File: config.mk
export PLATFORM = sky130hd
export DESIGN_NAME = serial_frame_receiver_flat
export DESIGN_NICKNAME = d
export VERILOG_FILES = /design/src/design/sfr_pkg.sv /design/src/design/sfr_if.sv /design/src/design/serial_frame_receiver.sv /design/src/design/sfr_csr.sv /design/src/design/sfr_core.sv /design/src/flat_wrapper.sv
export SDC_FILE = /design/constraint.sdc
export NUM_CORES = 1
export LEC_CHECK = 0
export BUFFER_PORTS_ARGS = -buffer_cell sky130_fd_sc_hd__buf_2
export CORE_MARGIN = 8
export CORE_UTILIZATION = 30
export CTS_BUF_LIST = sky130_fd_sc_hd__clkbuf_16
export DETAILED_ROUTE_END_ITERATION = 16
export GPL_TIMING_DRIVEN = 0
export PLACE_DENSITY_LB_ADDON = 0.05
export REMOVE_ABC_BUFFERS = 1
export SETUP_SLACK_MARGIN = 0.3
export SLEW_MARGIN = 20
export SYNTH_ARGS = -nofsm -noshare
export SYNTH_HDL_FRONTEND = slang
export SYNTH_SLANG_ARGS = --single-unit
File: constraint.sdc
create_clock -name clock -period 4.5 [get_ports clock]
set_input_delay 0.9 -clock clock [delete_from_list [all_inputs] [get_ports clock]]
set_output_delay 0.9 -clock clock [all_outputs]
set_load 0.01 [all_outputs]
File: src/design/sfr_pkg.sv
`timescale 1ns / 1ps

package sfr_pkg;

   // frame buffer size, sets the length and request limits
   localparam int BUFFER_LEN = 256;

   localparam int BYTE_W     = 8;
   localparam int COUNT_W    = 9;
   localparam int ELAPSED_W  = 17;
   localparam int LIMIT_W    = 16;
   localparam int CSR_IDX_W  = 3;
   localparam int CSR_DATA_W = 16;

   localparam logic [COUNT_W-1:0]   BUFFER_LEN_C      = COUNT_W'(BUFFER_LEN);
   localparam logic [BYTE_W-1:0]    MIN_TRIGGER_COUNT = 8'd3;
   localparam logic [ELAPSED_W-1:0] ELAPSED_MAX       = {ELAPSED_W{1'b1}};

   // register reset values
   localparam logic [BYTE_W-1:0]  LENGTH_POSITION_RST = 8'd255;
   localparam logic [LIMIT_W-1:0] TIMEOUT_LIMIT_RST   = 16'd100;

   typedef enum logic [1:0] {
      ACT_ARM  = 2'd0,
      ACT_BYTE = 2'd1,
      ACT_TICK = 2'd2,
      ACT_NOP  = 2'd3
   } action_type;

   typedef enum logic [1:0] {
      ST_OK          = 2'd0,
      ST_BUSY        = 2'd1,
      ST_TOO_LONG    = 2'd2,
      ST_BAD_TRIGGER = 2'd3
   } status_type;

   typedef enum logic [2:0] {
      PH_IDLE = 3'd0,
      PH_WAIT = 3'd1,
      PH_RX   = 3'd2,
      PH_DONE = 3'd3,
      PH_ERR  = 3'd4
   } phase_type;

   typedef enum logic [CSR_IDX_W-1:0] {
      REG_START_CHAR      = 3'd0,
      REG_STOP_CHAR       = 3'd1,
      REG_REQUEST_COUNT   = 3'd2,
      REG_LENGTH_POSITION = 3'd3,
      REG_LENGTH_ADJUST   = 3'd4,
      REG_TIMEOUT_LIMIT   = 3'd5,
      REG_TIMEOUT_ENABLES = 3'd6,
      REG_UNUSED          = 3'd7
   } reg_index_type;

   // configuration seen by the framer core
   typedef struct packed {
      logic [BYTE_W-1:0]  start_char;
      logic [BYTE_W-1:0]  stop_char;
      logic [BYTE_W-1:0]  request_count;
      logic [BYTE_W-1:0]  length_position;
      logic [BYTE_W-1:0]  length_adjust;
      logic [LIMIT_W-1:0] timeout_limit;
      logic [1:0]         timeout_enables;
   } cfg_type;

   typedef struct packed {
      action_type        action;
      logic [BYTE_W-1:0] rx_byte;
      logic              overrun;
   } item_type;

   typedef struct packed {
      status_type         arm_status;
      phase_type          rx_phase_out;
      logic               store_valid;
      logic [BYTE_W-1:0]  store_index;
      logic [BYTE_W-1:0]  store_byte;
      logic [COUNT_W-1:0] received_count;
   } result_type;

endpackage

File: src/design/sfr_if.sv
`timescale 1ns / 1ps

// input word channel
interface sfr_req_if;
   logic       valid;
   logic       ready;
   logic [1:0] action;
   logic [7:0] rx_byte;
   logic       overrun;

   modport source (output valid, action, rx_byte, overrun, input ready);
   modport sink (input valid, action, rx_byte, overrun, output ready);
endinterface

// result word channel
interface sfr_rsp_if;
   logic       valid;
   logic       ready;
   logic [1:0] arm_status;
   logic [2:0] rx_phase_out;
   logic       store_valid;
   logic [7:0] store_index;
   logic [7:0] store_byte;
   logic [8:0] received_count;

   modport source (output valid, arm_status, rx_phase_out, store_valid, store_index,
                   store_byte, received_count, input ready);
   modport sink (input valid, arm_status, rx_phase_out, store_valid, store_index,
                 store_byte, received_count, output ready);
endinterface

// register write channel
interface sfr_csr_if;
   logic        valid;
   logic        ready;
   logic [2:0]  index;
   logic [15:0] data;

   modport source (output valid, index, data, input ready);
   modport sink (input valid, index, data, output ready);
endinterface

File: src/design/serial_frame_receiver.sv
`timescale 1ns / 1ps

// serial frame receiver
// req_if carries one word per serial event: arm, received byte or time tick.
// rsp_if returns exactly one result word per request word, in order: the arm
// status, the phase after the event, an optional buffer store (index, byte)
// and the running byte count of the frame.
// csr_if writes the framing registers (start/stop chars, request count,
// length position and adjust, timeout limit and enables); always ready,
// effective on the next word. Write it only while no word is in flight.
// A word accepted into the input register passes through the framing logic
// into the result register, which drives rsp valid.
// Throughput: one word per cycle while rsp_if takes results; a single input
// register feeds one pass of framing logic into the result register.
// A stalled rsp_if holds the result; the input register still takes a word,
// and req_if ready drops only while both registers are full.
// Reset clears the registers to their defaults, the framer to idle and both
// channels to empty.

module serial_frame_receiver (
   input logic        clock,
   input logic        reset,
   sfr_req_if.sink    req_if,
   sfr_rsp_if.source  rsp_if,
   sfr_csr_if.sink    csr_if
);

   sfr_pkg::cfg_type cfg;

   sfr_csr u_csr (
      .clock  (clock),
      .reset  (reset),
      .csr_if (csr_if),
      .cfg    (cfg)
   );

   sfr_core u_core (
      .clock  (clock),
      .reset  (reset),
      .cfg    (cfg),
      .req_if (req_if),
      .rsp_if (rsp_if)
   );

endmodule

File: src/design/sfr_csr.sv
`timescale 1ns / 1ps

module sfr_csr (
   input  logic             clock,
   input  logic             reset,
   sfr_csr_if.sink          csr_if,
   output sfr_pkg::cfg_type cfg
);

   sfr_pkg::cfg_type cfg_ff;
   logic             wr_en;

   // writes are always taken
   assign csr_if.ready = 1'b1;
   assign wr_en        = csr_if.valid;
   assign cfg          = cfg_ff;

   // register file
   always_ff @(posedge clock) begin
      if (reset) begin
         cfg_ff.start_char      <= '0;
         cfg_ff.stop_char       <= '0;
         cfg_ff.request_count   <= '0;
         cfg_ff.length_position <= sfr_pkg::LENGTH_POSITION_RST;
         cfg_ff.length_adjust   <= '0;
         cfg_ff.timeout_limit   <= sfr_pkg::TIMEOUT_LIMIT_RST;
         cfg_ff.timeout_enables <= '0;
      end else if (wr_en) begin
         case (sfr_pkg::reg_index_type'(csr_if.index))
            sfr_pkg::REG_START_CHAR:      cfg_ff.start_char      <= csr_if.data[7:0];
            sfr_pkg::REG_STOP_CHAR:       cfg_ff.stop_char       <= csr_if.data[7:0];
            sfr_pkg::REG_REQUEST_COUNT:   cfg_ff.request_count   <= csr_if.data[7:0];
            sfr_pkg::REG_LENGTH_POSITION: cfg_ff.length_position <= csr_if.data[7:0];
            sfr_pkg::REG_LENGTH_ADJUST:   cfg_ff.length_adjust   <= csr_if.data[7:0];
            sfr_pkg::REG_TIMEOUT_LIMIT:   cfg_ff.timeout_limit   <= csr_if.data[15:0];
            sfr_pkg::REG_TIMEOUT_ENABLES: cfg_ff.timeout_enables <= csr_if.data[1:0];
            default: ;
         endcase
      end
   end

endmodule

File: src/design/sfr_core.sv
`timescale 1ns / 1ps

module sfr_core (
   input  logic             clock,
   input  logic             reset,
   input  sfr_pkg::cfg_type cfg,
   sfr_req_if.sink          req_if,
   sfr_rsp_if.source        rsp_if
);

   // input register
   logic              in_valid_ff;
   sfr_pkg::item_type item_ff;
   logic              advance;

   // frame state
   sfr_pkg::phase_type              phase_ff, phase_in;
   logic [sfr_pkg::COUNT_W-1:0]     byte_count_ff, byte_count_in;
   logic [sfr_pkg::COUNT_W-1:0]     target_ff, target_in;
   logic [sfr_pkg::BYTE_W-1:0]      last_stored_ff, last_stored_in;
   logic                            rx_running_ff, rx_running_in;
   logic [sfr_pkg::ELAPSED_W-1:0]   rx_elapsed_ff, rx_elapsed_in;
   logic [sfr_pkg::ELAPSED_W-1:0]   wait_elapsed_ff, wait_elapsed_in;

   // result register
   logic                            rsp_valid_ff;
   sfr_pkg::result_type             res_ff, res_in;

   // byte handling helpers
   logic [sfr_pkg::COUNT_W-1:0]     len_sum;
   logic [sfr_pkg::COUNT_W-1:0]     limit_ext;
   logic                            rx_err;
   logic                            rx_end;

   // the item moves on when the result register is free or being drained
   assign advance      = in_valid_ff && (!rsp_valid_ff || rsp_if.ready);
   assign req_if.ready = !in_valid_ff || advance;

   assign len_sum   = {1'b0, item_ff.rx_byte} + {1'b0, cfg.length_adjust};
   assign limit_ext = '0;

   always_ff @(posedge clock) begin
      if (reset) begin
         in_valid_ff <= 1'b0;
      end else if (req_if.ready) begin
         in_valid_ff <= req_if.valid;
      end
   end

   always_ff @(posedge clock) begin
      if (req_if.valid && req_if.ready) begin
         item_ff.action  <= sfr_pkg::action_type'(req_if.action);
         item_ff.rx_byte <= req_if.rx_byte;
         item_ff.overrun <= req_if.overrun;
      end
   end

   // next state and result for the word in the input register
   always_comb begin
      phase_in        = phase_ff;
      byte_count_in   = byte_count_ff;
      target_in       = target_ff;
      last_stored_in  = last_stored_ff;
      rx_running_in   = rx_running_ff;
      rx_elapsed_in   = rx_elapsed_ff;
      wait_elapsed_in = wait_elapsed_ff;
      rx_err          = 1'b0;
      rx_end          = 1'b0;
      res_in          = '0;
      res_in.arm_status = sfr_pkg::ST_OK;

      case (item_ff.action)
         sfr_pkg::ACT_ARM: begin
            if (phase_ff == sfr_pkg::PH_RX) begin
               res_in.arm_status = sfr_pkg::ST_BUSY;
            end else if ({1'b0, cfg.request_count} >= sfr_pkg::BUFFER_LEN_C) begin
               res_in.arm_status = sfr_pkg::ST_TOO_LONG;
            end else if ((cfg.start_char != '0 || cfg.stop_char != '0) &&
                         cfg.request_count < sfr_pkg::MIN_TRIGGER_COUNT) begin
               res_in.arm_status = sfr_pkg::ST_BAD_TRIGGER;
            end else begin
               phase_in        = (cfg.start_char != '0) ? sfr_pkg::PH_WAIT : sfr_pkg::PH_RX;
               byte_count_in   = '0;
               target_in       = {1'b0, cfg.request_count};
               rx_running_in   = 1'b0;
               rx_elapsed_in   = '0;
               wait_elapsed_in = '0;
            end
         end
         sfr_pkg::ACT_BYTE: begin
            if (!item_ff.overrun) begin
               if (phase_ff == sfr_pkg::PH_RX) begin
                  rx_running_in = 1'b1;
                  rx_elapsed_in = '0;
                  if (byte_count_ff < target_ff) begin
                     res_in.store_valid = 1'b1;
                     res_in.store_index = byte_count_ff[sfr_pkg::BYTE_W-1:0];
                     res_in.store_byte  = item_ff.rx_byte;
                     last_stored_in     = item_ff.rx_byte;
                     // length field overrides the target count
                     if ({1'b0, cfg.length_position} == byte_count_ff) begin
                        if (len_sum >= sfr_pkg::BUFFER_LEN_C) begin
                           rx_err = 1'b1;
                        end else begin
                           target_in = len_sum;
                        end
                     end
                     byte_count_in = byte_count_ff + 1'b1;
                  end
                  if (cfg.stop_char != '0 && byte_count_in != '0 &&
                      last_stored_in == cfg.stop_char) begin
                     rx_end = 1'b1;
                  end
                  if (byte_count_in >= target_in) begin
                     rx_end = 1'b1;
                  end
                  if (rx_err) begin
                     phase_in      = sfr_pkg::PH_ERR;
                     rx_running_in = 1'b0;
                  end else if (rx_end) begin
                     phase_in      = sfr_pkg::PH_DONE;
                     rx_running_in = 1'b0;
                  end
               end else if (phase_ff == sfr_pkg::PH_WAIT) begin
                  if (item_ff.rx_byte == cfg.start_char) begin
                     res_in.store_valid = 1'b1;
                     res_in.store_index = byte_count_ff[sfr_pkg::BYTE_W-1:0];
                     res_in.store_byte  = item_ff.rx_byte;
                     last_stored_in     = item_ff.rx_byte;
                     byte_count_in      = byte_count_ff + 1'b1;
                     phase_in           = sfr_pkg::PH_RX;
                  end
               end
            end
         end
         sfr_pkg::ACT_TICK: begin
            if (phase_ff == sfr_pkg::PH_RX && rx_running_ff) begin
               if (rx_elapsed_ff != sfr_pkg::ELAPSED_MAX) begin
                  rx_elapsed_in = rx_elapsed_ff + 1'b1;
               end
               if (cfg.timeout_enables[0] && rx_elapsed_in > {1'b0, cfg.timeout_limit}) begin
                  phase_in      = sfr_pkg::PH_ERR;
                  rx_running_in = 1'b0;
               end
            end else if (phase_ff == sfr_pkg::PH_WAIT) begin
               if (wait_elapsed_ff != sfr_pkg::ELAPSED_MAX) begin
                  wait_elapsed_in = wait_elapsed_ff + 1'b1;
               end
               if (cfg.timeout_enables[1] &&
                   wait_elapsed_in > {1'b0, cfg.timeout_limit}) begin
                  phase_in = sfr_pkg::PH_ERR;
               end
            end
         end
         default: ;
      endcase

      res_in.rx_phase_out   = phase_in;
      res_in.received_count = byte_count_in | limit_ext;
   end

   // frame state update
   always_ff @(posedge clock) begin
      if (reset) begin
         phase_ff        <= sfr_pkg::PH_IDLE;
         byte_count_ff   <= '0;
         target_ff       <= '0;
         last_stored_ff  <= '0;
         rx_running_ff   <= 1'b0;
         rx_elapsed_ff   <= '0;
         wait_elapsed_ff <= '0;
      end else if (advance) begin
         phase_ff        <= phase_in;
         byte_count_ff   <= byte_count_in;
         target_ff       <= target_in;
         last_stored_ff  <= last_stored_in;
         rx_running_ff   <= rx_running_in;
         rx_elapsed_ff   <= rx_elapsed_in;
         wait_elapsed_ff <= wait_elapsed_in;
      end
   end

   // result register
   always_ff @(posedge clock) begin
      if (reset) begin
         rsp_valid_ff <= 1'b0;
      end else if (advance) begin
         rsp_valid_ff <= 1'b1;
      end else if (rsp_if.ready) begin
         rsp_valid_ff <= 1'b0;
      end
   end

   always_ff @(posedge clock) begin
      if (advance) begin
         res_ff <= res_in;
      end
   end

   assign rsp_if.valid          = rsp_valid_ff;
   assign rsp_if.arm_status     = res_ff.arm_status;
   assign rsp_if.rx_phase_out   = res_ff.rx_phase_out;
   assign rsp_if.store_valid    = res_ff.store_valid;
   assign rsp_if.store_index    = res_ff.store_index;
   assign rsp_if.store_byte     = res_ff.store_byte;
   assign rsp_if.received_count = res_ff.received_count;

   // the receive timer only runs inside a frame
   a_timer_in_rx: assert property (@(posedge clock) disable iff (reset)
      rx_running_ff |-> phase_ff == sfr_pkg::PH_RX)
      else $error("receive timer running outside receiving phase");

   // byte count never passes the buffer size
   a_count_bound: assert property (@(posedge clock) disable iff (reset)
      byte_count_ff <= sfr_pkg::BUFFER_LEN_C)
      else $error("byte count beyond buffer size");

   // an arm while receiving leaves the frame alone
   a_busy_keeps: assert property (@(posedge clock) disable iff (reset)
      (advance && item_ff.action == sfr_pkg::ACT_ARM && phase_ff == sfr_pkg::PH_RX)
      |=> (phase_ff == sfr_pkg::PH_RX && $stable(byte_count_ff) && $stable(target_ff)))
      else $error("busy arm changed frame state");

   // a stored byte always bumps the count by one
   a_store_counts: assert property (@(posedge clock) disable iff (reset)
      (advance && res_in.store_valid) |=> byte_count_ff == $past(byte_count_ff) + 1'b1)
      else $error("stored byte did not advance the count");

   // every item that moves on produces a result word
   a_result_follows: assert property (@(posedge clock) disable iff (reset)
      advance |=> rsp_valid_ff)
      else $error("result word lost");

endmodule
File: src/flat_wrapper.sv
// flat-port wrapper written by rule: the top's interface ports become plain ports
module serial_frame_receiver_flat 
  (clock, reset, req_if_valid, req_if_action, req_if_rx_byte, req_if_overrun, req_if_ready, rsp_if_valid, rsp_if_arm_status, rsp_if_rx_phase_out, rsp_if_store_valid, rsp_if_store_index, rsp_if_store_byte, rsp_if_received_count, rsp_if_ready, csr_if_valid, csr_if_index, csr_if_data, csr_if_ready);
  sfr_req_if req_if_i ();
  sfr_rsp_if rsp_if_i ();
  sfr_csr_if csr_if_i ();
  input logic clock;
  input logic reset;
  input wire logic [$bits(req_if_i.valid)-1:0] req_if_valid;
  input wire logic [$bits(req_if_i.action)-1:0] req_if_action;
  input wire logic [$bits(req_if_i.rx_byte)-1:0] req_if_rx_byte;
  input wire logic [$bits(req_if_i.overrun)-1:0] req_if_overrun;
  output wire logic [$bits(req_if_i.ready)-1:0] req_if_ready;
  output wire logic [$bits(rsp_if_i.valid)-1:0] rsp_if_valid;
  output wire logic [$bits(rsp_if_i.arm_status)-1:0] rsp_if_arm_status;
  output wire logic [$bits(rsp_if_i.rx_phase_out)-1:0] rsp_if_rx_phase_out;
  output wire logic [$bits(rsp_if_i.store_valid)-1:0] rsp_if_store_valid;
  output wire logic [$bits(rsp_if_i.store_index)-1:0] rsp_if_store_index;
  output wire logic [$bits(rsp_if_i.store_byte)-1:0] rsp_if_store_byte;
  output wire logic [$bits(rsp_if_i.received_count)-1:0] rsp_if_received_count;
  input wire logic [$bits(rsp_if_i.ready)-1:0] rsp_if_ready;
  input wire logic [$bits(csr_if_i.valid)-1:0] csr_if_valid;
  input wire logic [$bits(csr_if_i.index)-1:0] csr_if_index;
  input wire logic [$bits(csr_if_i.data)-1:0] csr_if_data;
  output wire logic [$bits(csr_if_i.ready)-1:0] csr_if_ready;
  assign req_if_i.valid = req_if_valid;
  assign req_if_i.action = req_if_action;
  assign req_if_i.rx_byte = req_if_rx_byte;
  assign req_if_i.overrun = req_if_overrun;
  assign req_if_ready = req_if_i.ready;
  assign rsp_if_valid = rsp_if_i.valid;
  assign rsp_if_arm_status = rsp_if_i.arm_status;
  assign rsp_if_rx_phase_out = rsp_if_i.rx_phase_out;
  assign rsp_if_store_valid = rsp_if_i.store_valid;
  assign rsp_if_store_index = rsp_if_i.store_index;
  assign rsp_if_store_byte = rsp_if_i.store_byte;
  assign rsp_if_received_count = rsp_if_i.received_count;
  assign rsp_if_i.ready = rsp_if_ready;
  assign csr_if_i.valid = csr_if_valid;
  assign csr_if_i.index = csr_if_index;
  assign csr_if_i.data = csr_if_data;
  assign csr_if_ready = csr_if_i.ready;
  serial_frame_receiver u_core (.clock(clock), .reset(reset), .req_if(req_if_i), .rsp_if(rsp_if_i), .csr_if(csr_if_i));
endmodule
# == After elaboration in Yosys (flattened, before gate mapping) ==
# Index checks and enable logic that the tools add are counted.
# totals
reg_bits,166
inputBits,35
elab_cells,187
# op_classes
reduce_logical,38
n_eq_ne,23
magnitude_cmp,6
n_mux,87
n_bitwise,3
addsub,4
# op_table
op,count
17-bit 2-to-1 mux,18
9-bit 2-to-1 mux,20
8-bit 2-to-1 mux,7
17-bit one-hot mux with 3 select lines,1
3-bit 2-to-1 mux,12
9-bit one-hot mux with 2 select lines,2
17-bit by 1-bit adder with 17-bit output (second input constant),2
17-bit by 16-bit greater-than comparator with 1-bit output,2
17-bit inequality test (second input constant),2
17-bit one-hot mux with 2 select lines,1
1-bit 2-to-1 mux,22
8-bit equality test,2
2-bit inequality test (second input constant),8
8-bit nonzero test,2
2-bit AND reduction,7
6-bit AND reduction,2
2-bit nonzero test,5
8-bit by 8-bit adder with 9-bit output,1
9-bit by 1-bit adder with 9-bit output (second input constant),1
3-bit by 2-bit equality test with 1-bit output (second input constant),3
3-bit equality test (second input constant),3
8-bit by 9-bit equality test with 1-bit output,1
9-bit >= comparator,1
9-bit >= comparator (second input constant),1
20 further kinds,35

# == Depth between registers and ports, before layout ==
# Gate-level depths: netlist of the first run.
# logic_depth
depth_word,18
mapped_depth,19

# == By module ==
# Synthesis of the first run repeated with hierarchy kept, for this count alone.
# unflattened
hier_cells,1120
hier_area_um2,9998.3
# by_module_without_submodules
mod,area_each_um2,n_inst,seq_area_each_um2,cells_each
sfr_core,7617.3,1,2582.5,896
sfr_csr,2381.0,1,1161.1,224

# == Least setup slack after synthesis of the first run ==
# No wires, ideal clock.
# synth_timing
path_type,reg-to-reg
start,register u_core.u_core.item_ff[1] in the netlist's numbering
end,"register u_core.u_core.res_ff, in the netlist u_core.u_core.rsp_if.rx_phase_out[0] (data pin)"
stages_incl_launch_ff,19
required_ns,4.237
setup_slack_ns,0.426
arrival_time_ns,3.811
path_cell_list,edfxtp_1 -> ha_1 -> fa_1 -> a211oi_1 -> o21ai_0 -> a21o_1 -> a21o_1 -> nor2_8 -> mux2i_1 -> ha_1 -> a21o_1 -> a21o_1 -> a211oi_1 -> o21ai_0 -> a21o_1 -> a21oi_1 -> o31ai_2 -> nand3_1 -> nand3_1
# synth_between
elab_chain_cells,18
elab_cells_between_ends,34
classes_between,add/sub (1); order compare (2); eq/ne (2); mux (28); reduce/logical (1)
# synth_rtl
item,line_no,source
from (decl),sfr_core.sv:13,sfr_pkg::item_type item_ff;
8-bit by 8-bit adder with 9-bit output,sfr_core.sv:39,"assign len_sum = {1'b0, item_ff.rx_byte} + {1'b0, cfg.length_adjust};"
9-bit >= comparator,sfr_core.sv:102,if (len_sum >= sfr_pkg::BUFFER_LEN_C) begin
9-bit 2-to-1 mux,sfr_core.sv:102,
9-bit 2-to-1 mux,sfr_core.sv:101,"if ({1'b0, cfg.length_position} == byte_count_ff) begin"
9-bit 2-to-1 mux,sfr_core.sv:95,if (byte_count_ff < target_ff) begin
9-bit 2-to-1 mux,sfr_core.sv:92,if (phase_ff == sfr_pkg::PH_RX) begin
9-bit 2-to-1 mux,sfr_core.sv:91,if (!item_ff.overrun) begin
9-bit 2-to-1 mux,sfr_core.sv:72,case (item_ff.action)
[... 3 more ...],n/a,
1-bit 2-to-1 mux,sfr_core.sv:91,
1-bit 2-to-1 mux,sfr_core.sv:72,
3-bit 2-to-1 mux,sfr_core.sv:120,end else if (rx_end) begin
3-bit 2-to-1 mux,sfr_core.sv:117,if (rx_err) begin
3-bit 2-to-1 mux *,sfr_core.sv:92,
3-bit 2-to-1 mux *,sfr_core.sv:91,
3-bit one-hot mux with 3 select lines *,sfr_core.sv:72,
via u_core.u_core.phase_in[0],sfr_core.sv:17,"sfr_pkg::phase_type phase_ff, phase_in;"
to (signal assigned),sfr_core.sv:196,res_ff <= res_in;
to (decl),sfr_core.sv:27,"sfr_pkg::result_type res_ff, res_in;"
# Mark *: on every way through the listed nets, which the timed path passes. The rest lies on a longest branch. The select of a mux whose other input is x is not followed.
# A chain may end at the register's enable or synchronous reset.

# == Worst setup path after layout of the first run ==
# Ends and elaborated chain as after synthesis.

==> results of run 1 <==
## Yosys cell counts (7+ instances only)
library cell / count / area [um^2]
nand2_1: 173 / 649.4
dfxtp_1: 124 / 2482
nor2_1: 119 / 446.7
a21oi_1: 98 / 490.5
ha_1: 62 / 775.7
inv_1: 43 / 161.4
edfxtp_1: 42 / 1261
xnor2_1: 42 / 367.9
clkbuf_1: 40 / 150.1
o21ai_0: 40 / 200.2
mux2i_1: 34 / 340.3
nor3_1: 31 / 155.2
nand3_1: 26 / 130.1
nand4_1: 21 / 131.4
a22oi_1: 19 / 142.6
and2_1: 18 / 112.6
xor2_1: 16 / 140.1
a31oi_1: 15 / 93.84
nand2b_1: 13 / 81.33
nand3b_1: 13 / 97.59
a21o_1: 12 / 90.09
nor2b_1: 12 / 75.07
a211oi_1: 11 / 82.58
nor4_1: 11 / 68.82
and3_1: 9 / 56.30
buf_2: 8 / 40.04
o211ai_1: 8 / 60.06
mux2_2: 7 / 78.83
## worst max-delay path, stage by stage, from the launching register on
cell      delay (ns)
edfxtp_1        0.48
ha_4            0.21
fa_2            0.41
a211oi_2        0.27
o21ai_1         0.11
a21o_1          0.20
a21o_4          0.23
nor2_8          0.17
mux2i_2         0.25
ha_1            0.27
a21o_1          0.16
a21o_1          0.16
a211oi_2        0.22
o21ai_1         0.08
a21o_1          0.17
a21oi_2         0.19
o31ai_4         0.11
nand3_2         0.14
nand3_2         0.08
## stage by stage
stage	util [%]	cells	hold slack, ns	worst slack (ns)	cell area (um^2)
floorplan	-	1095	0.4303	0.1320	9443
global placement	32.50	1564	0.4441	-1.175	10280
detailed placement	32.78	1569	0.4489	-0.3833	10370
CTS	35.14	1610	0.4582	0.3012	11120
global route	35.64	1615	0.4730	0.1470	11280
finish	35.64	1615	0.4576	0.3172	11280
## kinds of logic after synthesis
| logic type | share of synthesized area [%] |
|---|---|
| compound gates | 16.67 |
| xor+xnor | 5.252 |
| fa+ha+maj | 8.227 |
| buf+inv | 4.049 |
| flops | 38.70 |
| mux | 4.333 |
| other cells | 0.03877 |
| simple gates | 22.73 |
## final cells by class
class	instances	area [um^2]	share of cell area, %
sequential	166	3769	33.42
clock buffer	19	475.5	4.217
timing repair buffer	86	528.0	4.683
clock inverter	13	131.4	1.165
multi-input combinational	886	5708	50.62
tap	402	503.0	4.461
inverter	43	161.4	1.431
## power groups by stage
stage / logic [mW] / registers (mW) / clock network (mW)
after CTS: 0.426 / 1.62 / 1.60
after detailed placement: 0.411 / 1.65 / 0
after global routing: 0.476 / 1.62 / 1.67
final: 0.430 / 1.62 / 1.55
after global placement: 0.393 / 1.66 / 0
after floorplan: 0.239 / 1.64 / 0
## path summary, 6_finish.rpt
path                                               start                                   end  slack, ns  depth (start not counted)
worst min register to register       u_core.u_csr.cfg[3]                   u_core.u_csr.cfg[3]       0.46                          2
worst min-delay path                 u_core.u_csr.cfg[3]                   u_core.u_csr.cfg[3]       0.46                          2
worst max-delay path            u_core.u_core.item_ff[1]  u_core.u_core.rsp_if.rx_phase_out[0]       0.32                         18
worst max register to register  u_core.u_core.item_ff[1]  u_core.u_core.rsp_if.rx_phase_out[0]       0.32                         18
## layer usage
layer	track usage, %	vias up
met5	0	-
met2	24.18	124
li1	-	4182
met3	2.768	20
met1	22.62	3953
met4	3.650	0
## flip-flops by register name, indices dropped and copies added, names as in the netlist, 9 cells and up
register / count
u_core.u_core.rx_elapsed_ff: 17
u_core.u_csr.cfg: 58
u_core.u_core.byte_count_ff: 9
u_core.u_core.item_ff: 11
u_core.u_core.wait_elapsed_ff: 17
u_core.u_core.target_ff: 9
u_core.u_core.rsp_if.received_count: 9
## repair_timing
| item | 4_1_cts | 5_1_grt |
|---|---|---|
| setup endpoints to repair | 5 | 5 |
| buffers inserted | 9 | 5 |
| gates resized for setup | 26 | 23 |
| endpoints found under the hold margin | 0 | 0 |
| pin swaps | 3 | 15 |
==> flow_summary.yaml, run 1 <==
sta:
  final-setup-viol-count: 0
  timing.final.crit_share_pct: 92.95
  fmax_mhz: 239.1
  period_needed_ns: 4.183
  tns_ns: 0
  worst_pin_slew_ns: 1.028
  drv_slew: 0
  slew_headroom_pct: 30.93
  finalHoldViolations: 0
  clock_skew_ns: 0.01202
  rsz0062_at_grt: "true"
detailed_routing:
  wl_met2_um: 13030
  dr.pass1.iters: 5
  drc_errors: 0
  met3_length_um: 852
  routed_via_density: 5.126
  top_layer_used: "met4"
  wirelength_um: 30110
  route.layer.met1.wl_um: 15970
  drtIter0Drc: 575
  wire_per_inst_um: 18.65
  vias: 8279
  drtAntennaViolNets: 0
cts:
  tritoncts: "done"
  clock-root-buffer: "clkbuf_16"
  cts.sinks: 166
  clk_path_buf_depth: 2
  clk_pin_slew_ns: 0.08
  clk_latency_ns: 0.44
  numCtsBuffers: 17
  cts_hold_buffers: 0
  htreeDepth: 4
floorplan:
  io_pins: 69
  die_w_um: 195.6
  start_util_pct: 30.58
  die_area_um2: 38250
  fp-row-count: 65
  core_um2: 31640
  fp.dieH_um: 195.6
global_route:
  overflow: 0
  grt_pass1_vias: 8226
  grtUsageTotal_pct: 15.77
  grt_max_degree: 83
  grt_pass1_wl_um: 47440
  antenna_found_initial: 0
cells_and_area:
  final_cell_mix: "173 x nand2_1, 115 x nor2_1, 114 x dfxtp_1"
  syn2layout_area_growth_pct: 16.57
  fillCellCount: 3297
  layout_commonest_cell: "nand2_1"
  num_antenna_cells: 0
  final_layout_size_suffix_gt1_share_pct: 15.00
  fin_nets: 1298
power_and_ir_drop:
  swShare_pct: 28.19
  peakVddDrop_v: 0.0002056
  pwr-share-clk_pct: 43.1
  fin_total_pwr_mw: 3.596
  pwr-share-comb_pct: 12.0
  p_per_area_nw_per_um2: 318.9
  static-leakage-power_nw: 4.321
  power_switching_mw: 1.014
  p_seq_share_pct: 44.9
  intPower_mw: 2.583
critical_path:
  criticalPathCategory: "flip-flop to flip-flop"
  worstPathArrival_ns: 4.36
  critPathLaunchType: "flip-flop"
  crit_fanout: 6
  required_ns: 4.68
  worstSetupEndpointType: "flip-flop"
synthesis:
  synth-edff-count: 42
  synthCells: 1150
  synth_flop_cell: "dfxtp_1"
  ys_types: 79
  async_flop_share_pct: 0
  ys_ff_latch: 166
  synth-seq-area-share_pct: 38.70
  ys_warn_count: 0
  synth_area_um2: 9673
  syn_area_per_cell_um2: 8.411
placed_design:
  port_buffers: 67
  place_congestion: 0.7715
  place_hpwl_um: 21690
flow_run:
  drv_cap: 0
hold_path:
  min_path_type: "flip-flop to flip-flop"
status:
  status: "finished clean"
Note: power is estimated with default switching activity, not from simulation.
==> run 2, diff against run 1 <==
Settings changed: ABC_AREA from default to 1.
==> run 2 against run 1 <==
Register-to-register slack better by 0.32 ns. Largest cell class unchanged. Critical path type unchanged. Global-route usage rose by 0.22 points. Wire length increased by 0.30%.
==> flow_summary.yaml, run 2 <==
floorplan:
  io_pins: 69
  start_util_pct: 30.19
  fp-row-count: 66
  fp.dieH_um: 196.3
  die_area_um2: 38520
  core_um2: 32290
  die_w_um: 196.3
sta:
  timing.final.crit_share_pct: 85.87
  slew_headroom_pct: 34.68
  finalWorstSetupSlack_ns: 0.6360
  clock_skew_ns: 0.01183
  finalHoldViolations: 0
  period_needed_ns: 3.864
  final-setup-viol-count: 0
  fin_hold_ws_ns: 0.4852
  drv_slew: 0
  worst_pin_slew_ns: 0.9724
  fmax_mhz: 258.8
  rsz0062_at_grt: "false"
power_and_ir_drop:
  swShare_pct: 31.38
  peakVddDrop_v: 0.0002351
  static-leakage-power_nw: 4.842
  fin_total_pwr_mw: 3.685
  p_seq_share_pct: 44.3
  power_switching_mw: 1.156
  intPower_mw: 2.528
  p_per_area_nw_per_um2: 329.7
  pwr-share-clk_pct: 38.5
  pwr-share-comb_pct: 17.2
flow_run:
  drv_cap: 0
hold_path:
  hold_path_end: "u_core.u_core.wait_elapsed_ff[1]"
  min_path_type: "flip-flop to flip-flop"
  min_from: "u_core.u_core.wait_elapsed_ff[1]"
  hold_depth: 2
cts:
  clk_path_buf_depth: 2
  clock-root-buffer: "clkbuf_16"
  cts_hold_buffers: 0
  clk_pin_slew_ns: 0.07
  htreeDepth: 4
  numCtsBuffers: 17
  cts.sinks: 166
  tritoncts: "done"
  clk_latency_ns: 0.45
cells_and_area:
  finalNonFillerCells: 1849
  layout_commonest_cell: "nand2_1"
  largest_reg_flops: 58
  seq_area_um2: 3747
  fin_nets: 1493
  final_layout_size_suffix_gt1_share_pct: 11.02
  multi_input_area_um2: 5319
  final_cell_mix: "302 x nand2_1, 161 x inv_1, 150 x nor2_1"
  stdcell_area_um2: 11180
  fillCellCount: 3498
  num_antenna_cells: 0
  syn2layout_area_growth_pct: 14.63
critical_path:
  critPathLaunchType: "flip-flop"
  worstReg2RegStart: "u_core.u_core.byte_count_ff[8]"
  crit_fanout: 8
  r2r_cells: 21
  reg2reg_to: "u_core.u_core.rsp_if.rx_phase_out[0]"
  criticalPathCategory: "flip-flop to flip-flop"
  worstSetupEndpointType: "flip-flop"
  worstPathArrival_ns: 4.05
  required_ns: 4.69
  r2r_slack_ns: 0.64
placed_design:
  place_congestion: 0.8056
  place_inst: 1813
  placed_area_um2: 10480
  place_hpwl_um: 22420
  port_buffers: 67
  dp_worst_setup_slack_ns: -1.079
global_route:
  grt_max_degree: 77
  grt_pass1_wl_um: 47960
  grt_pass1_vias: 8608
  antenna_found_initial: 0
  overflow: 0
  grtUsageTotal_pct: 16.00
synthesis:
  netlist_top_cells_count: "303 x nand2_1, 162 x inv_1, 154 x nor2_1"
  synth_flop_cell: "dfxtp_1"
  synthCells: 1339
  async_flop_share_pct: 0
  synth-edff-count: 42
  ys_types: 53
  ys_ff_latch: 166
  syn_area_per_cell_um2: 7.281
  synth_area_um2: 9749
  synth-seq-area-share_pct: 38.40
  ys_warn_count: 0
  ys_top_cells_by_area: "dfxtp_1 25%, edfxtp_1 13%, nand2_1 12%"
  synth_top_area_cell: "dfxtp_1"
  synth_top_area_share_pct: 25.46
  post-synth-top-count-cell: "nand2_1"
detailed_routing:
  wire_per_inst_um: 16.33
  drc_errors: 0
  drtIter0Drc: 536
  dr.pass1.iters: 5
  drtAntennaViolNets: 0
  wirelength_um: 30200
  routed_via_density: 4.704
  vias: 8698
status:
  status: "finished clean"
## run 2: power groups by stage
stage | sequential, mW | combinational (mW) | clock [mW]
global placement | 1.67 | 0.599 | 0
finish | 1.63 | 0.633 | 1.42
CTS | 1.63 | 0.616 | 1.47
floorplan | 1.66 | 0.390 | 0
global route | 1.64 | 0.721 | 1.53
detailed placement | 1.67 | 0.600 | 0
## run 2: stage by stage
| step | TNS, ns | utilization (%) |
|---|---|---|
| after global routing | 0 | 34.61 |
| after floorplan | 0 | - |
| after detailed placement | -3.075 | 32.47 |
| after global placement | -7.685 | 32.44 |
| after CTS | 0 | 34.26 |
| final | 0 | 34.61 |
## run 2: layer usage
layer  part of all wire (%)  track usage, %
met1                     45           19.43
met2                     50           28.40
met3                    2.8           2.553
met4                    1.9           5.194
met5                      0               0
## run 2: cell families (layout without fill, tap and decap cells)
group,after synthesis,count (layout),share of synthesized area (%)
xor+xnor,38,38,3.414
fa+ha+maj,63,63,8.162
compound gates,262,262,14.86
other cells,1,1,0.03846
buf+inv,203,270,8.149
flops,166,166,38.40
simple gates,606,607,26.98
## run 2: cell type report
class	count	area share [%]
inverter	168	5.743
timing repair buffer	71	3.292
multi-input combinational	971	47.59
tap	442	4.949
clock buffer	18	4.030
clock inverter	13	0.8621
sequential	166	33.53
## run 2: worst max-delay path: stages (launching register included)
cell	delay, ns
dfxtp_1	0.41
ha_1	0.35
nand2_1	0.07
nor2_1	0.23
nand3_2	0.24
nand3_4	0.22
clkinvlp_4	0.18
nand3_4	0.19
clkinvlp_4	0.17
buf_4	0.18
o21ai_0	0.24
ha_1	0.30
a21oi_1	0.13
nand2_1	0.07
nand2_1	0.05
nand2_1	0.05
a21oi_1	0.11
nand2_1	0.13
nand2_1	0.09
nand2_1	0.05
nand2_1	0.08
nand3_1	0.07
## run 2: worst max-delay path by stage
stage / startpoint / end / slack (ns) / depth (start not counted)
global route: u_core.u_core.rx_elapsed_ff[1] / u_core.u_core.rsp_if.rx_phase_out[1] / 0.33 / 24
floorplan: u_core.u_core.byte_count_ff[6] / u_core.u_core.rsp_if.rx_phase_out[0] / 0.58 / 25
finish: u_core.u_core.byte_count_ff[8] / u_core.u_core.rsp_if.rx_phase_out[0] / 0.64 / 21
CTS: u_core.u_core.byte_count_ff[2] / u_core.u_core.rsp_if.rx_phase_out[0] / 0.35 / 27
global placement: u_core.u_core.byte_count_ff[6] / u_core.u_core.rsp_if.rx_phase_out[0] / -1.11 / 23
detailed placement: u_core.u_core.byte_count_ff[6] / u_core.u_core.rsp_if.rx_phase_out[0] / -1.08 / 23
## run 2: timing repair
| action | 4_1_cts | 5_1_grt |
|---|---|---|
| setup buffers | 1 | 3 |
| endpoints found under the setup margin | 15 | 7 |
| gates resized for setup | 5 | 21 |
| pin swaps | 2 | 1 |
| hold endpoints to repair | 0 | 0 |
| gates cloned | 0 | 1 |
==> run 3, diff against run 2 <==
Settings changed: PLACE_DENSITY_LB_ADDON 0.05 to default.
==> run 3 against run 2 <==
Clock power shrank 3%. Sequential power about the same. Register-to-register slack about the same. Die area unchanged. Core utilization down 0.19 points. Combinational power decreased by 3%. Sequential share of layout area grew 0.17 points. Cell count is 0.11% higher. Fmax grew 0.16%. Via count grew 2.0%. Critical path type unchanged. Largest power group unchanged.
==> flow_summary.yaml, run 3 (synthesis results as in run 2) <==
critical_path:
  worstPathArrival_ns: 4.04
  crit_fanout: 11
  critPathLaunchType: "flip-flop"
  worstSetupEndpointType: "flip-flop"
  required_ns: 4.68
  r2r_cells: 25
  criticalPathCategory: "flip-flop to flip-flop"
status:
  status: "finished clean"
cells_and_area:
  final_layout_size_suffix_gt1_share_pct: 10.36
  largest_reg_flops: 58
  num_antenna_cells: 0
  fin_nets: 1494
  layout_commonest_cell: "nand2_1"
  syn2layout_area_growth_pct: 14.01
  fillCellCount: 3419
  stdcell_area_um2: 11120
  final_cell_mix: "302 x nand2_1, 163 x inv_1, 151 x nor2_1"
global_route:
  grt_max_degree: 55
  gr-usage-met2_pct: 23.13
  antenna_found_initial: 0
  grt_pass1_vias: 8175
  use_met3_pct: 2.690
  grt_pass1_wl_um: 43150
  top_usage_layer: "met2"
  grtUsageTotal_pct: 13.91
  overflow: 0
  grt.met1_usage_pct: 17.88
detailed_routing:
  vias: 8868
  dr.pass1.iters: 5
  routed_via_density: 4.791
  drtAntennaViolNets: 0
  wirelength_um: 26990
  drc_errors: 0
  drtIter0Drc: 651
  wire_per_inst_um: 14.58
cts:
  htreeDepth: 4
  cts_hold_buffers: 0
  clk_latency_ns: 0.44
  numCtsBuffers: 17
  clk_pin_slew_ns: 0.07
  cts.sinks: 166
  clock-root-buffer: "clkbuf_16"
  tritoncts: "done"
  clk_path_buf_depth: 2
power_and_ir_drop:
  peakVddDrop_v: 0.0002528
  p_per_area_nw_per_um2: 326.0
  static-leakage-power_nw: 4.844
  p_seq_share_pct: 45.0
  pwr-share-clk_pct: 38.0
  intPower_mw: 2.497
  swShare_pct: 31.09
  pwr-share-comb_pct: 17.0
  power_switching_mw: 1.127
floorplan:
  core_um2: 32290
  fp.dieH_um: 196.3
  die_area_um2: 38520
  fp-row-count: 66
  die_w_um: 196.3
  start_util_pct: 30.19
  io_pins: 69
hold_path:
  min_path_type: "flip-flop to flip-flop"
  hold_depth: 2
placed_design:
  place_hpwl_um: 19960
  place_congestion: 0.8846
  port_buffers: 67
  placed_area_um2: 10500
sta:
  worst_pin_slew_ns: 1.119
  timing.final.crit_share_pct: 85.73
  slew_headroom_pct: 24.82
  final-setup-viol-count: 0
  drv_slew: 0
  tns_ns: 0
  period_needed_ns: 3.858
  finalHoldViolations: 0
  fin_hold_ws_ns: 0.4833
  rsz0062_at_grt: "false"
  clock_skew_ns: 0.01903
  fmax_mhz: 259.2
flow_run:
  drv_cap: 0
## run 3: what timing repair did
| item | in CTS | in global routing |
|---|---|---|
| gates cloned | 0 | 1 |
| resized for setup | 4 | 8 |
| setup endpoints to repair | 12 | 3 |
| pin swaps | 0 | 3 |
| buffers inserted | 0 | 4 |
## run 3: per-layer routing
layer	routed length, um	share of wire [%]
met2	12700	47
met5	0	0
met3	1175	4.4
met4	486	1.8
met1	12630	47
## run 3: layout make-up
type | instances | area (um^2) | share of cell area, %
clock inverters | 15 | 107.6 | 0.9680
clock buffers | 17 | 425.4 | 3.827
multi-input cells | 971 | 5260 | 47.32
repair buffers | 72 | 387.9 | 3.489
inverters | 168 | 635.6 | 5.718
well taps | 442 | 553.0 | 4.975
flip-flops and latches | 166 | 3746 | 33.70
## run 3: worst paths after layout
check,start,endpoint,slack (ns)
worst max register to register,u_core.u_core.byte_count_ff[8],u_core.u_core.rsp_if.rx_phase_out[0],0.64
worst min register to register,u_core.u_core.wait_elapsed_ff[11],u_core.u_core.wait_elapsed_ff[11],0.48
worst max-delay path,u_core.u_core.byte_count_ff[8],u_core.u_core.rsp_if.rx_phase_out[0],0.64
worst min-delay path,u_core.u_core.wait_elapsed_ff[11],u_core.u_core.wait_elapsed_ff[11],0.48
## run 3: per-stage QoR
| stage | utilization, % | instances | worst slack (ns) | power (mW) |
|---|---|---|---|---|
| after floorplan | - | 1304 | 0.5754 | 2.046 |
| after global routing | 34.43 | 1851 | 0.3211 | 3.809 |
| after global placement | 32.44 | 1813 | -0.8233 | 2.233 |
| after CTS | 34.24 | 1846 | 0.3114 | 3.624 |
| final | 34.43 | 1851 | 0.6422 | 3.623 |
| after detailed placement | 32.51 | 1814 | -0.8563 | 2.242 |
## run 3: worst max-delay path, cell delays in order (launching register included)
cell        delay, ns
dfxtp_1          0.40
ha_1             0.34
nand2_1          0.10
nor2_2           0.22
nand3_2          0.23
nand3_4          0.24
inv_1            0.15
nand3_2          0.20
clkinvlp_4       0.21
nand2_1          0.12
nand2_1          0.08
ha_1             0.27
nand3_1          0.08
o211ai_1         0.09
nand3_1          0.08
nand2_1          0.05
nand3_1          0.06
nand2_1          0.05
nand2_1          0.05
nand2_1          0.05
a21oi_1          0.11
nand2_1          0.11
nand2_1          0.07
nand2_1          0.04
nand2_1          0.09
nand3_1          0.08
## run 3: power groups by stage
stage	Clock (mW)	Sequential (mW)	Combinational [mW]
6_report	1.38	1.63	0.617
5_1_grt	1.48	1.64	0.693
4_1_cts	1.40	1.63	0.589
3_5_place_dp	0	1.66	0.578
3_3_place_gp	0	1.66	0.569
2_1_floorplan	0	1.66	0.390
